===== src/sv/pbb_pkg.sv =====
// ----------------------------------------------------------------------------
// pbb_pkg
// Shared types and constants for the packed ARGB bilinear blend.
// ----------------------------------------------------------------------------
package pbb_pkg;

  localparam int unsigned TEXEL_W = 32;
  localparam int unsigned FRAC_W  = 8;
  localparam int unsigned COEFF_W = 8;

  // lane masks for the two interleaved byte pairs
  localparam logic [TEXEL_W-1:0] LANE_MASK_HI = 32'hff00ff00;
  localparam logic [TEXEL_W-1:0] LANE_MASK_LO = 32'h00ff00ff;

  localparam logic [7:0] ALPHA_OPAQUE = 8'hff;

  // positions of the four texels in a quad
  localparam int unsigned TEX_TL = 0;
  localparam int unsigned TEX_TR = 1;
  localparam int unsigned TEX_BR = 2;
  localparam int unsigned TEX_BL = 3;

  typedef logic [3:0][TEXEL_W-1:0] pbb_quad_t;

  // per-stage advance enables for the weight pipeline
  typedef struct packed {
    logic s1;
    logic s2;
    logic s3;
  } pbb_adv_t;

endpackage


===== src/sv/pbb_if.sv =====
// ----------------------------------------------------------------------------
// pbb_in_if / pbb_out_if
// Valid/ready channels for texel quads in and blended colors out.
// ----------------------------------------------------------------------------
interface pbb_in_if;
  logic        valid;
  logic        ready;
  logic [31:0] texel_top_left;
  logic [31:0] texel_top_right;
  logic [31:0] texel_bottom_right;
  logic [31:0] texel_bottom_left;
  logic [7:0]  frac_x;
  logic [7:0]  frac_y;

  modport source (
    output valid, texel_top_left, texel_top_right, texel_bottom_right,
           texel_bottom_left, frac_x, frac_y,
    input  ready
  );
  modport sink (
    input  valid, texel_top_left, texel_top_right, texel_bottom_right,
           texel_bottom_left, frac_x, frac_y,
    output ready
  );
endinterface

interface pbb_out_if;
  logic        valid;
  logic        ready;
  logic [31:0] filtered_color;
  logic        is_opaque;

  modport source (output valid, filtered_color, is_opaque, input ready);
  modport sink (input valid, filtered_color, is_opaque, output ready);
endinterface


===== src/sv/pbb_coeff.sv =====
// ----------------------------------------------------------------------------
// pbb_coeff
// Three-stage fraction-to-weight unit: linear or smoothstep, scaled to 0..255.
// ----------------------------------------------------------------------------
module pbb_coeff
  import pbb_pkg::*;
(
  input  logic               clk,
  input  pbb_adv_t           adv,
  input  logic [FRAC_W-1:0]  frac,
  input  logic               cubic,
  output logic [COEFF_W-1:0] coeff
);

  logic [FRAC_W-1:0]  v1;
  logic [15:0]        sq1;
  logic               cubic1;
  logic [23:0]        num2;
  logic [23:0]        cube;
  logic [25:0]        num_wide;
  logic [31:0]        scaled;
  logic [COEFF_W-1:0] c_raw;

  always_ff @(posedge clk) begin
    if (adv.s1) begin
      v1     <= frac;
      sq1    <= {8'b0, frac} * {8'b0, frac};
      cubic1 <= cubic;
    end
  end

  // 768*f^2 - 2*f^3 stays below 2^24; linear mode puts f at bit 16
  always_comb begin
    cube     = {8'b0, sq1} * {16'b0, v1};
    num_wide = ({sq1, 9'b0} + {1'b0, sq1, 8'b0}) - {1'b0, cube, 1'b0};
  end

  always_ff @(posedge clk) begin
    if (adv.s2) begin
      num2 <= cubic1 ? num_wide[23:0] : {v1, 16'b0};
    end
  end

  // floor(255 * num / 2^24), then fold bit 7 back in
  always_comb begin
    scaled = {num2, 8'b0} - {8'b0, num2};
    c_raw  = scaled[31:24];
  end

  always_ff @(posedge clk) begin
    if (adv.s3) begin
      coeff <= c_raw + {7'b0, c_raw[7]};
    end
  end

endmodule


===== src/sv/pbb_lerp.sv =====
// ----------------------------------------------------------------------------
// pbb_lerp
// One packed lerp lane: two byte channels under a lane mask.
// ----------------------------------------------------------------------------
module pbb_lerp
  import pbb_pkg::*;
(
  input  logic [TEXEL_W-1:0] mask,
  input  logic [COEFF_W-1:0] coeff,
  input  logic [TEXEL_W-1:0] from,
  input  logic [TEXEL_W-1:0] to,
  output logic [TEXEL_W-1:0] result
);

  logic [TEXEL_W-1:0]        a;
  logic [TEXEL_W-1:0]        b;
  logic signed [TEXEL_W:0]   diff;
  logic signed [COEFF_W:0]   coeff_s;
  logic signed [TEXEL_W+COEFF_W+1:0] prod;

  // signed packed difference; borrows between channels are kept on purpose
  always_comb begin
    a       = from & mask;
    b       = to & mask;
    diff    = $signed({1'b0, b}) - $signed({1'b0, a});
    coeff_s = $signed({1'b0, coeff});
    prod    = diff * coeff_s;
    result  = (a + prod[TEXEL_W+7:8]) & mask;
  end

endmodule


===== src/sv/packed_argb_bilinear_blend.sv =====
// ----------------------------------------------------------------------------
// packed_argb_bilinear_blend
// Bilinear ARGB8888 filter: weight pipeline, four x lanes, two y lanes, merge.
// ----------------------------------------------------------------------------
// Throughput: one word per cycle while the output is ready; stages 1-3 hold
// the weight multipliers, stage 4 the four x lerp lanes, stage 5 the two y
// lanes and the merge.
// A stage that holds a word moves on only when the next stage frees up.
// Reset clears all stage valid bits and sets smooth_mode to linear.
module packed_argb_bilinear_blend
  import pbb_pkg::*;
(
  input  logic clk,
  input  logic rst,
  input  logic cfg_write,
  input  logic cfg_data,
  pbb_in_if.sink    in_ch,
  pbb_out_if.source out_ch
);

  logic               smooth_mode;
  logic [5:1]         vld;
  logic [5:1]         adv;
  pbb_adv_t           wadv;
  pbb_quad_t          tex_in;
  pbb_quad_t          tex1;
  pbb_quad_t          tex2;
  pbb_quad_t          tex3;
  logic [COEFF_W-1:0] cx;
  logic [COEFF_W-1:0] cy;
  logic [COEFF_W-1:0] cy4;
  logic [TEXEL_W-1:0] top_h_c, top_l_c, bot_h_c, bot_l_c;
  logic [TEXEL_W-1:0] top_h, top_l, bot_h, bot_l;
  logic [TEXEL_W-1:0] res_h, res_l;
  logic [TEXEL_W-1:0] color;
  logic               opaque;

  always_ff @(posedge clk) begin
    if (rst) begin
      smooth_mode <= 1'b0;
    end else if (cfg_write) begin
      smooth_mode <= cfg_data;
    end
  end

  // a stage advances when empty or when the next one advances
  always_comb begin
    adv[5] = !vld[5] || out_ch.ready;
    adv[4] = !vld[4] || adv[5];
    adv[3] = !vld[3] || adv[4];
    adv[2] = !vld[2] || adv[3];
    adv[1] = !vld[1] || adv[2];
    wadv   = '{s1: adv[1], s2: adv[2], s3: adv[3]};
  end

  assign in_ch.ready = adv[1];

  always_ff @(posedge clk) begin
    if (rst) begin
      vld <= '0;
    end else begin
      if (adv[1]) vld[1] <= in_ch.valid;
      if (adv[2]) vld[2] <= vld[1];
      if (adv[3]) vld[3] <= vld[2];
      if (adv[4]) vld[4] <= vld[3];
      if (adv[5]) vld[5] <= vld[4];
    end
  end

  always_comb begin
    tex_in[TEX_TL] = in_ch.texel_top_left;
    tex_in[TEX_TR] = in_ch.texel_top_right;
    tex_in[TEX_BR] = in_ch.texel_bottom_right;
    tex_in[TEX_BL] = in_ch.texel_bottom_left;
  end

  // carry the texels alongside the weight pipeline
  always_ff @(posedge clk) begin
    if (adv[1]) tex1 <= tex_in;
    if (adv[2]) tex2 <= tex1;
    if (adv[3]) tex3 <= tex2;
  end

  pbb_coeff u_coeff_x (
    .clk   (clk),
    .adv   (wadv),
    .frac  (in_ch.frac_x),
    .cubic (smooth_mode),
    .coeff (cx)
  );

  pbb_coeff u_coeff_y (
    .clk   (clk),
    .adv   (wadv),
    .frac  (in_ch.frac_y),
    .cubic (smooth_mode),
    .coeff (cy)
  );

  pbb_lerp u_top_h (.mask(LANE_MASK_HI), .coeff(cx), .from(tex3[TEX_TL]),
                    .to(tex3[TEX_TR]), .result(top_h_c));
  pbb_lerp u_top_l (.mask(LANE_MASK_LO), .coeff(cx), .from(tex3[TEX_TL]),
                    .to(tex3[TEX_TR]), .result(top_l_c));
  pbb_lerp u_bot_h (.mask(LANE_MASK_HI), .coeff(cx), .from(tex3[TEX_BL]),
                    .to(tex3[TEX_BR]), .result(bot_h_c));
  pbb_lerp u_bot_l (.mask(LANE_MASK_LO), .coeff(cx), .from(tex3[TEX_BL]),
                    .to(tex3[TEX_BR]), .result(bot_l_c));

  always_ff @(posedge clk) begin
    if (adv[4]) begin
      top_h <= top_h_c;
      top_l <= top_l_c;
      bot_h <= bot_h_c;
      bot_l <= bot_l_c;
      cy4   <= cy;
    end
  end

  pbb_lerp u_res_h (.mask(LANE_MASK_HI), .coeff(cy4), .from(top_h),
                    .to(bot_h), .result(res_h));
  pbb_lerp u_res_l (.mask(LANE_MASK_LO), .coeff(cy4), .from(top_l),
                    .to(bot_l), .result(res_l));

  // merge the two channel pairs
  always_ff @(posedge clk) begin
    if (adv[5]) begin
      color  <= res_h | res_l;
      opaque <= (res_h[31:24] == ALPHA_OPAQUE);
    end
  end

  assign out_ch.valid          = vld[5];
  assign out_ch.filtered_color = color;
  assign out_ch.is_opaque      = opaque;

  a_no_drop: assert property (@(posedge clk) disable iff (rst)
    (vld[4] && adv[5]) |=> vld[5])
    else $error("word lost between x lanes and output stage");

  a_opaque_flag: assert property (@(posedge clk) disable iff (rst)
    vld[5] |-> (opaque == (color[31:24] == ALPHA_OPAQUE)))
    else $error("opaque flag disagrees with blended alpha");

  a_full_stall: assert property (@(posedge clk) disable iff (rst)
    !in_ch.ready |-> (vld == 5'b11111))
    else $error("input stalled with a bubble in the pipeline");

  a_hold_x: assert property (@(posedge clk) disable iff (rst)
    (vld[4] && !adv[4]) |=> $stable(top_h) && $stable(cy4))
    else $error("x lane result changed while stalled");

endmodule

===== src/flat_wrapper.sv =====
// flat-port wrapper written by rule: the top's interface ports become plain ports
module packed_argb_bilinear_blend_flat import pbb_pkg::*;
  (clk, rst, cfg_write, cfg_data, in_ch_valid, in_ch_texel_top_left, in_ch_texel_top_right, in_ch_texel_bottom_right, in_ch_texel_bottom_left, in_ch_frac_x, in_ch_frac_y, in_ch_ready, out_ch_valid, out_ch_filtered_color, out_ch_is_opaque, out_ch_ready);
  pbb_in_if in_ch_i ();
  pbb_out_if out_ch_i ();
  input  logic clk;
  input  logic rst;
  input  logic cfg_write;
  input  logic cfg_data;
  input wire logic [$bits(in_ch_i.valid)-1:0] in_ch_valid;
  input wire logic [$bits(in_ch_i.texel_top_left)-1:0] in_ch_texel_top_left;
  input wire logic [$bits(in_ch_i.texel_top_right)-1:0] in_ch_texel_top_right;
  input wire logic [$bits(in_ch_i.texel_bottom_right)-1:0] in_ch_texel_bottom_right;
  input wire logic [$bits(in_ch_i.texel_bottom_left)-1:0] in_ch_texel_bottom_left;
  input wire logic [$bits(in_ch_i.frac_x)-1:0] in_ch_frac_x;
  input wire logic [$bits(in_ch_i.frac_y)-1:0] in_ch_frac_y;
  output wire logic [$bits(in_ch_i.ready)-1:0] in_ch_ready;
  output wire logic [$bits(out_ch_i.valid)-1:0] out_ch_valid;
  output wire logic [$bits(out_ch_i.filtered_color)-1:0] out_ch_filtered_color;
  output wire logic [$bits(out_ch_i.is_opaque)-1:0] out_ch_is_opaque;
  input wire logic [$bits(out_ch_i.ready)-1:0] out_ch_ready;
  assign in_ch_i.valid = in_ch_valid;
  assign in_ch_i.texel_top_left = in_ch_texel_top_left;
  assign in_ch_i.texel_top_right = in_ch_texel_top_right;
  assign in_ch_i.texel_bottom_right = in_ch_texel_bottom_right;
  assign in_ch_i.texel_bottom_left = in_ch_texel_bottom_left;
  assign in_ch_i.frac_x = in_ch_frac_x;
  assign in_ch_i.frac_y = in_ch_frac_y;
  assign in_ch_ready = in_ch_i.ready;
  assign out_ch_valid = out_ch_i.valid;
  assign out_ch_filtered_color = out_ch_i.filtered_color;
  assign out_ch_is_opaque = out_ch_i.is_opaque;
  assign out_ch_i.ready = out_ch_ready;
  packed_argb_bilinear_blend u_core (.clk(clk), .rst(rst), .cfg_write(cfg_write), .cfg_data(cfg_data), .in_ch(in_ch_i), .out_ch(out_ch_i));
endmodule

===== config.mk =====
export PLATFORM = sky130hd
export DESIGN_NAME = packed_argb_bilinear_blend_flat
export DESIGN_NICKNAME = d
export VERILOG_FILES = /design/src/sv/pbb_pkg.sv /design/src/sv/pbb_if.sv /design/src/sv/pbb_coeff.sv /design/src/sv/pbb_lerp.sv /design/src/sv/packed_argb_bilinear_blend.sv /design/src/flat_wrapper.sv
export SDC_FILE = /design/constraint.sdc
export NUM_CORES = 2
export LEC_CHECK = 0
export ABC_CLOCK_PERIOD_IN_PS = 16300
export BUFFER_PORTS_ARGS = -buffer_cell sky130_fd_sc_hd__buf_2
export CORE_ASPECT_RATIO = 1.75
export CORE_MARGIN = 4
export CORE_UTILIZATION = 45
export CTS_CLUSTER_SIZE = 40
export DETAILED_ROUTE_END_ITERATION = 10
export GPL_TIMING_DRIVEN = 0
export RECOVER_POWER = 25
export REMOVE_ABC_BUFFERS = 1
export SLEW_MARGIN = 40
export SYNTH_ARGS = -nofsm -noshare
export SYNTH_HDL_FRONTEND = slang
export SYNTH_SLANG_ARGS = --single-unit

===== constraint.sdc =====
create_clock -name clk -period 16.3 [get_ports clk]
set_input_delay 0.815 -clock clk [delete_from_list [all_inputs] [get_ports clk]]
set_output_delay 0.815 -clock clk [all_outputs]
set_load 0.005 [all_outputs]

# [Yosys cells after proc, flatten, opt, wreduce, memory -nomap -nowiden]
# Index checks and enable logic that the tools add are counted.
# W data, S select, Z words.
[classes] add_sub_neg=20 n_bitwise=1 reduce_logical=10 n_mux=2 n_mul=10 eq_ne=1
[op_table] cell="$add A24 B24 Y24" count=5
[op_table] cell="$mul A33 B9 Y40" count=3
[op_table] cell="$sub A32 B32 Y33" count=3
[op_table] cell="$add A32 B32 Y32" count=3
[op_table] cell="$mul A25 B9 Y32" count=3
[op_table] cell="$sub A24 B24 Y25" count=3
[op_table] cell="$sub A32 B24 Y32" count=2
[op_table] cell="$mux W24" count=2
[op_table] cell="$sub A24 B24 Y24" count=2
[op_table] cell="$mul A16 B8 Y23" count=2
[op_table] cell="$mul A8 B8 Y16" count=2
[op_table] cell="$or A32 B24 Y32" count=1
[op_table] cell="$add A8 B1 Y8" count=2
[op_table] cell="$eq A8 B8 Y1 const B" count=1
[op_table] cell="$logic_not A1 Y1" count=5
[op_table] cell="$logic_or A1 B1 Y1" count=5
[word_totals] wordCells=80 output_inout_bits=35 inputBits=150 reg_bits=608

# [Depth between registers and ports, before layout]
[depth] ltp_word=6 mapped_depth=40 ltp_nobuf=39

# [Modules after synthesis]
# A second synthesis with hierarchy kept.
[hier_totals] hier_cells=11488 hier_area_um2=106746.1
[modules_own_cells] mod="pbb_coeff" cells_per_inst=881 seq_area_each_um2=1621.6 n_inst=2 area_per_inst_um2=8628.3
[modules_own_cells] mod="packed_argb_bilinear_blend" cells_per_inst=615 seq_area_each_um2=16726.0 n_inst=1 area_per_inst_um2=17075.1
[modules_own_cells] mod="pbb_lerp (u_core.u_res_l)" cells_per_inst=1562 seq_area_each_um2=0.0 n_inst=1 area_per_inst_um2=12295.5
[modules_own_cells] mod="pbb_lerp (u_core.u_top_l)" cells_per_inst=1550 seq_area_each_um2=0.0 n_inst=1 area_per_inst_um2=12289.3
[modules_own_cells] mod="pbb_lerp (u_core.u_res_h)" cells_per_inst=1528 seq_area_each_um2=0.0 n_inst=1 area_per_inst_um2=12112.9
[modules_own_cells] mod="pbb_lerp (u_core.u_bot_h)" cells_per_inst=1510 seq_area_each_um2=0.0 n_inst=1 area_per_inst_um2=11989.0
[modules_own_cells] mod="pbb_lerp (u_core.u_top_h)" cells_per_inst=1489 seq_area_each_um2=0.0 n_inst=1 area_per_inst_um2=11917.7
[modules_own_cells] mod="pbb_lerp (u_core.u_bot_l)" cells_per_inst=1472 seq_area_each_um2=0.0 n_inst=1 area_per_inst_um2=11810.1

# [Least setup slack after synthesis]
# OpenSTA, ideal clock, no wires.
[synth_path] path_kind="register to register" from="register u_core.top_h[9]" to="register u_core.opaque, in the netlist u_core.out_ch.is_opaque, data pin" path_slack_ns=8.018 setup_ns=0.256 arrival_ns=8.026 path_buffers=0 stages_incl_launch_ff=39 required_time_ns=16.044 synth_period_minus_slack_ns=8.282 cell_sequence="edfxtp_1 inv_1 ha_1 nor2b_1 o21ai_1 a21boi_1 o21ai_1 a21boi_1 o21ai_1 nand2b_1 inv_1 fa_1 nand2b_1 fa_1 inv_1 fa_1 fa_1 inv_1 [3 not listed] a21o_1 a21oi_1 o21ai_0 o41ai_1 nand3_1 or3_1 a31oi_1 xnor2_1 ha_1 a21o_1 a21o_1 nor3_1 inv_1 a31o_1 a31oi_1 xnor3_1 xnor2_2 and4_1"
[synth_between] elab_chain_len=4
[synth_rtl] element="from (decl)" line="packed_argb_bilinear_blend.sv:33" text="logic [TEXEL_W-1:0] top_h, top_l, bot_h, bot_l;"
[synth_rtl] element="from (signal assigned)" line="packed_argb_bilinear_blend.sv:111" text="top_h <= top_h_c;"
[synth_rtl] element="$sub A32 B32 Y33" line="pbb_lerp.sv:25" text="diff = $signed({1'b0, b}) - $signed({1'b0, a});"
[synth_rtl] element="$mul A33 B9 Y40" line="pbb_lerp.sv:27" text="prod = diff * coeff_s;"
[synth_rtl] element="$add A32 B32 Y32 (*)" line="pbb_lerp.sv:28" text="result = (a + prod[TEXEL_W+7:8]) & mask;"
[synth_rtl] element="named net u_core.res_h[31]" line="packed_argb_bilinear_blend.sv:34" text="logic [TEXEL_W-1:0] res_h, res_l;"
[synth_rtl] element="$eq A8 B8 Y1 (*)" line="packed_argb_bilinear_blend.sv:128" text="opaque <= (res_h[31:24] == ALPHA_OPAQUE);"
[synth_rtl] element="to (signal assigned)" line="packed_argb_bilinear_blend.sv:128"
[synth_rtl] element="to (decl)" line="packed_argb_bilinear_blend.sv:36" text="logic opaque;"
# The timed path passes the listed nets; every way through them passes the cells marked *.
# A chain may end at the register's enable or synchronous reset.

# [Worst setup path after layout]
# Same ends and word-level chain as after synthesis.

==> results.cfg <==
[yosys]
ys.flop_type = edfxtp_1
ys_ff_latch = 602
synth-edff-count = 596
netlist-cell-type-count = 89
syn_inst = 7844
async_flop_share_pct = 0
synth.avg_cell_area_um2 = 9.95
netlist_area_mm2 = 0.0780
ys_seq_area_share_pct = 23.1
synth_warnings = 0

[clocking]
htreeDepth = 2
cts_root_buffer = clkbuf_16
numClockSinks = 602
cts_tree = done
postCtsSetupRepairBufs = 0
clock_path_buffers = 3
clkLatencyLatePin_ns = 0.73
cts_made_buffers = 61
ctsHoldBuffers = 0
cts_resized = 0
clk_pin_slew_ns = 0.07

[floorplanning]
start_util_pct = 45.1
die_h_um = 559
io_pins = 185
dieWidth_um = 323
core_region_area_mm2 = 0.173
core.rowCount = 202
dieArea_mm2 = 0.180

[detailed_routing]
drtPass1Iterations = 6
drtAntennaViolNets = 0
vias_per_cell = 5.22
drc = 0
drt_iter0_drc = 2133
routed_wl_um = 183000
avgRoutedWirePerCell_um = 17.7
met2WireLength_um = 102000
route.met3.wl_um = 5020
drt-met1-wl_um = 68300
maxUsedRoutingLayer = met4
num_vias = 53800

[status]
status = finished clean

[critical_path]
start_kind = register
crit_start = u_core.top_h[9]
crit_type = register to register
crit_fanout = 8
cp_slowest_cell = fa_1
worst_ep_required_time_ns = 16.87
path_common_cell = inv_1
critPathMaxStageDelay_ns = 0.62
rr_startpoint = u_core.top_h[9]
cp.arrival_ns = 10.49
crit_path_end_kind = register

[cells_and_area]
final_common_cell = inv_1
fin_area_mm2 = 0.0848
drive_above_1_share_pct = 5.72
layout_common_cells = inv_1, fa_1, ha_1, and2_1, nand2_1
area_growth_syn_to_layout_pct = 8.68
nNetsFinal = 10100

[run]
max-cap-violations = 0

[timing]
period_share_pct = 60.9
clock-skew-final_ns = 0.0463
finalMaxSlewViolations = 0
fmax_ghz = 0.101
setup_slack_ns = 6.38
slew_headroom_pct = 43.1
rsz0062_at_grt = no
fin_crit_ns = 9.92
finalHoldViolCount = 0
worstMarginPinSlew_ns = 0.847
setup_viol = 0
setup_tns_ns = 0

[global_route]
grt_pass1_vias = 59200
grt_antenna_before_repair = 3
grt_max_degree = 63
grtUsageTotal_pct = 20.8
overflow = 0
grt_pass1_wl_um = 301000

[worst_hold_path]
min_path_type = primary input to register
hp-start = in_ch_texel_bottom_left[22]

[placement]
hpwl_um = 154000
gp_congestion = 0.869
place_area_mm2 = 0.0828
port_buffers = 184
pre_cts_ws_ns = 6.43
-- sequential cells by signal, summed over array words and instances, names as in the netlist, 23 cells and up --
register	count
u_core.tex1	128
u_core.tex2	128
u_core.tex3	128
u_core.out_ch.filtered_color	32
u_core.u_coeff_x.num2	23
u_core.u_coeff_y.num2	23
-- synth_stat cells (6+ instances only) --
cell type  number  share of area (%)
mux2i_1         9               0.12
o21ai_0        96               0.62
o2111ai_1      11               0.12
edfxtp_1      596                 23
fa_1         1144                 29
nand3_1       100               0.64
a211oi_1       38               0.37
ha_1          754                 12
a2111oi_0      10               0.11
nand4_1        21               0.17
or4_1           6              0.058
mux2_2         18               0.26
a31oi_1        31               0.25
a41oi_1         6              0.067
and3_1         61               0.49
a21boi_1       15               0.14
o31ai_1         9              0.087
o211ai_1       23               0.22
o21bai_1       35               0.34
inv_1        1600                7.7
dfxtp_1         6               0.15
xor2_1        101                1.1
a21oi_1       245                1.6
a211o_1        14               0.16
clkbuf_1      191               0.92
nor2_1        238                1.1
or2_2          18               0.14
buf_1           6              0.029
o21ai_1        72               0.46
nand2b_1       72               0.58
nor3_1        109               0.70
xnor2_1       283                3.2
o41ai_1         6              0.067
nor4_1         19               0.15
a21o_1         85               0.82
a31o_2          6              0.067
nand2_1       725                3.5
or3_1          33               0.26
nand4b_1        6              0.067
o31a_1          9               0.10
nor2b_1       119               0.95
a41o_1          7              0.090
and2_1        734                5.9
o21a_1         53               0.51
-- metal layers --
layer / vias to the layer above / GRT usage (%)
li1: 25200 / -
met1: 27300 / 23.1
met2: 953 / 40.8
met3: 349 / 1.59
met4: 0 / 7.78
met5: - / 0
-- through the flow --
step / utilization (%) / hold slack, ns / std cells
2_1_floorplan: - / 0.400 / 7645
3_3_place_gp: 46.9 / 0.401 / 10100
3_5_place_dp: 47.9 / 0.405 / 10200
4_1_cts: 49.0 / 0.200 / 10300
5_1_grt: 49.1 / 0.221 / 10300
6_report: 49.1 / 0.272 / 10300
-- final timing paths --
check                                  to  slack (ns)  cells after the start
setup reg to reg  u_core.out_ch.is_opaque        6.38                     38
setup / recovery  u_core.out_ch.is_opaque        6.38                     38
hold / removal           u_core.tex1[118]        0.27                      1
hold reg to reg           u_core.tex3[51]        0.40                      0
-- layout make-up --
type,instances,area [µm²]
fill,16100,88100
multi-input combinational,5442,53600
sequential,602,18000
inverter,1601,6020
tap,2244,2810
timing repair buffer,297,2350
clock buffer,70,1580
clock inverter,43,445
antenna,2,5.00
-- critical path: cells and delay by family (launching register included) --
kind	cells	cell delay, ns
and+or+nand+nor	6	1.28
AOI/OAI and AO/OA	15	3.18
xor gates and xnor gates	3	0.85
buffers and inverters	6	0.38
adders and majority gates	8	3.62
DFF	1	0.49
-- kinds of logic after synthesis --
group / Yosys count / share of synthesized area, %
AOI/OAI and AO/OA: 830 / 6.87
xor gates and xnor gates: 388 / 4.41
adders and majority gates: 1898 / 41.4
buffers and inverters: 1800 / 8.67
DFF: 602 / 23.1
muxes: 28 / 0.390
and+or+nand+nor: 2298 / 15.1
Power is not shown: default switching activity piles up to over one toggle a cycle in this logic, so the estimate is an artifact.
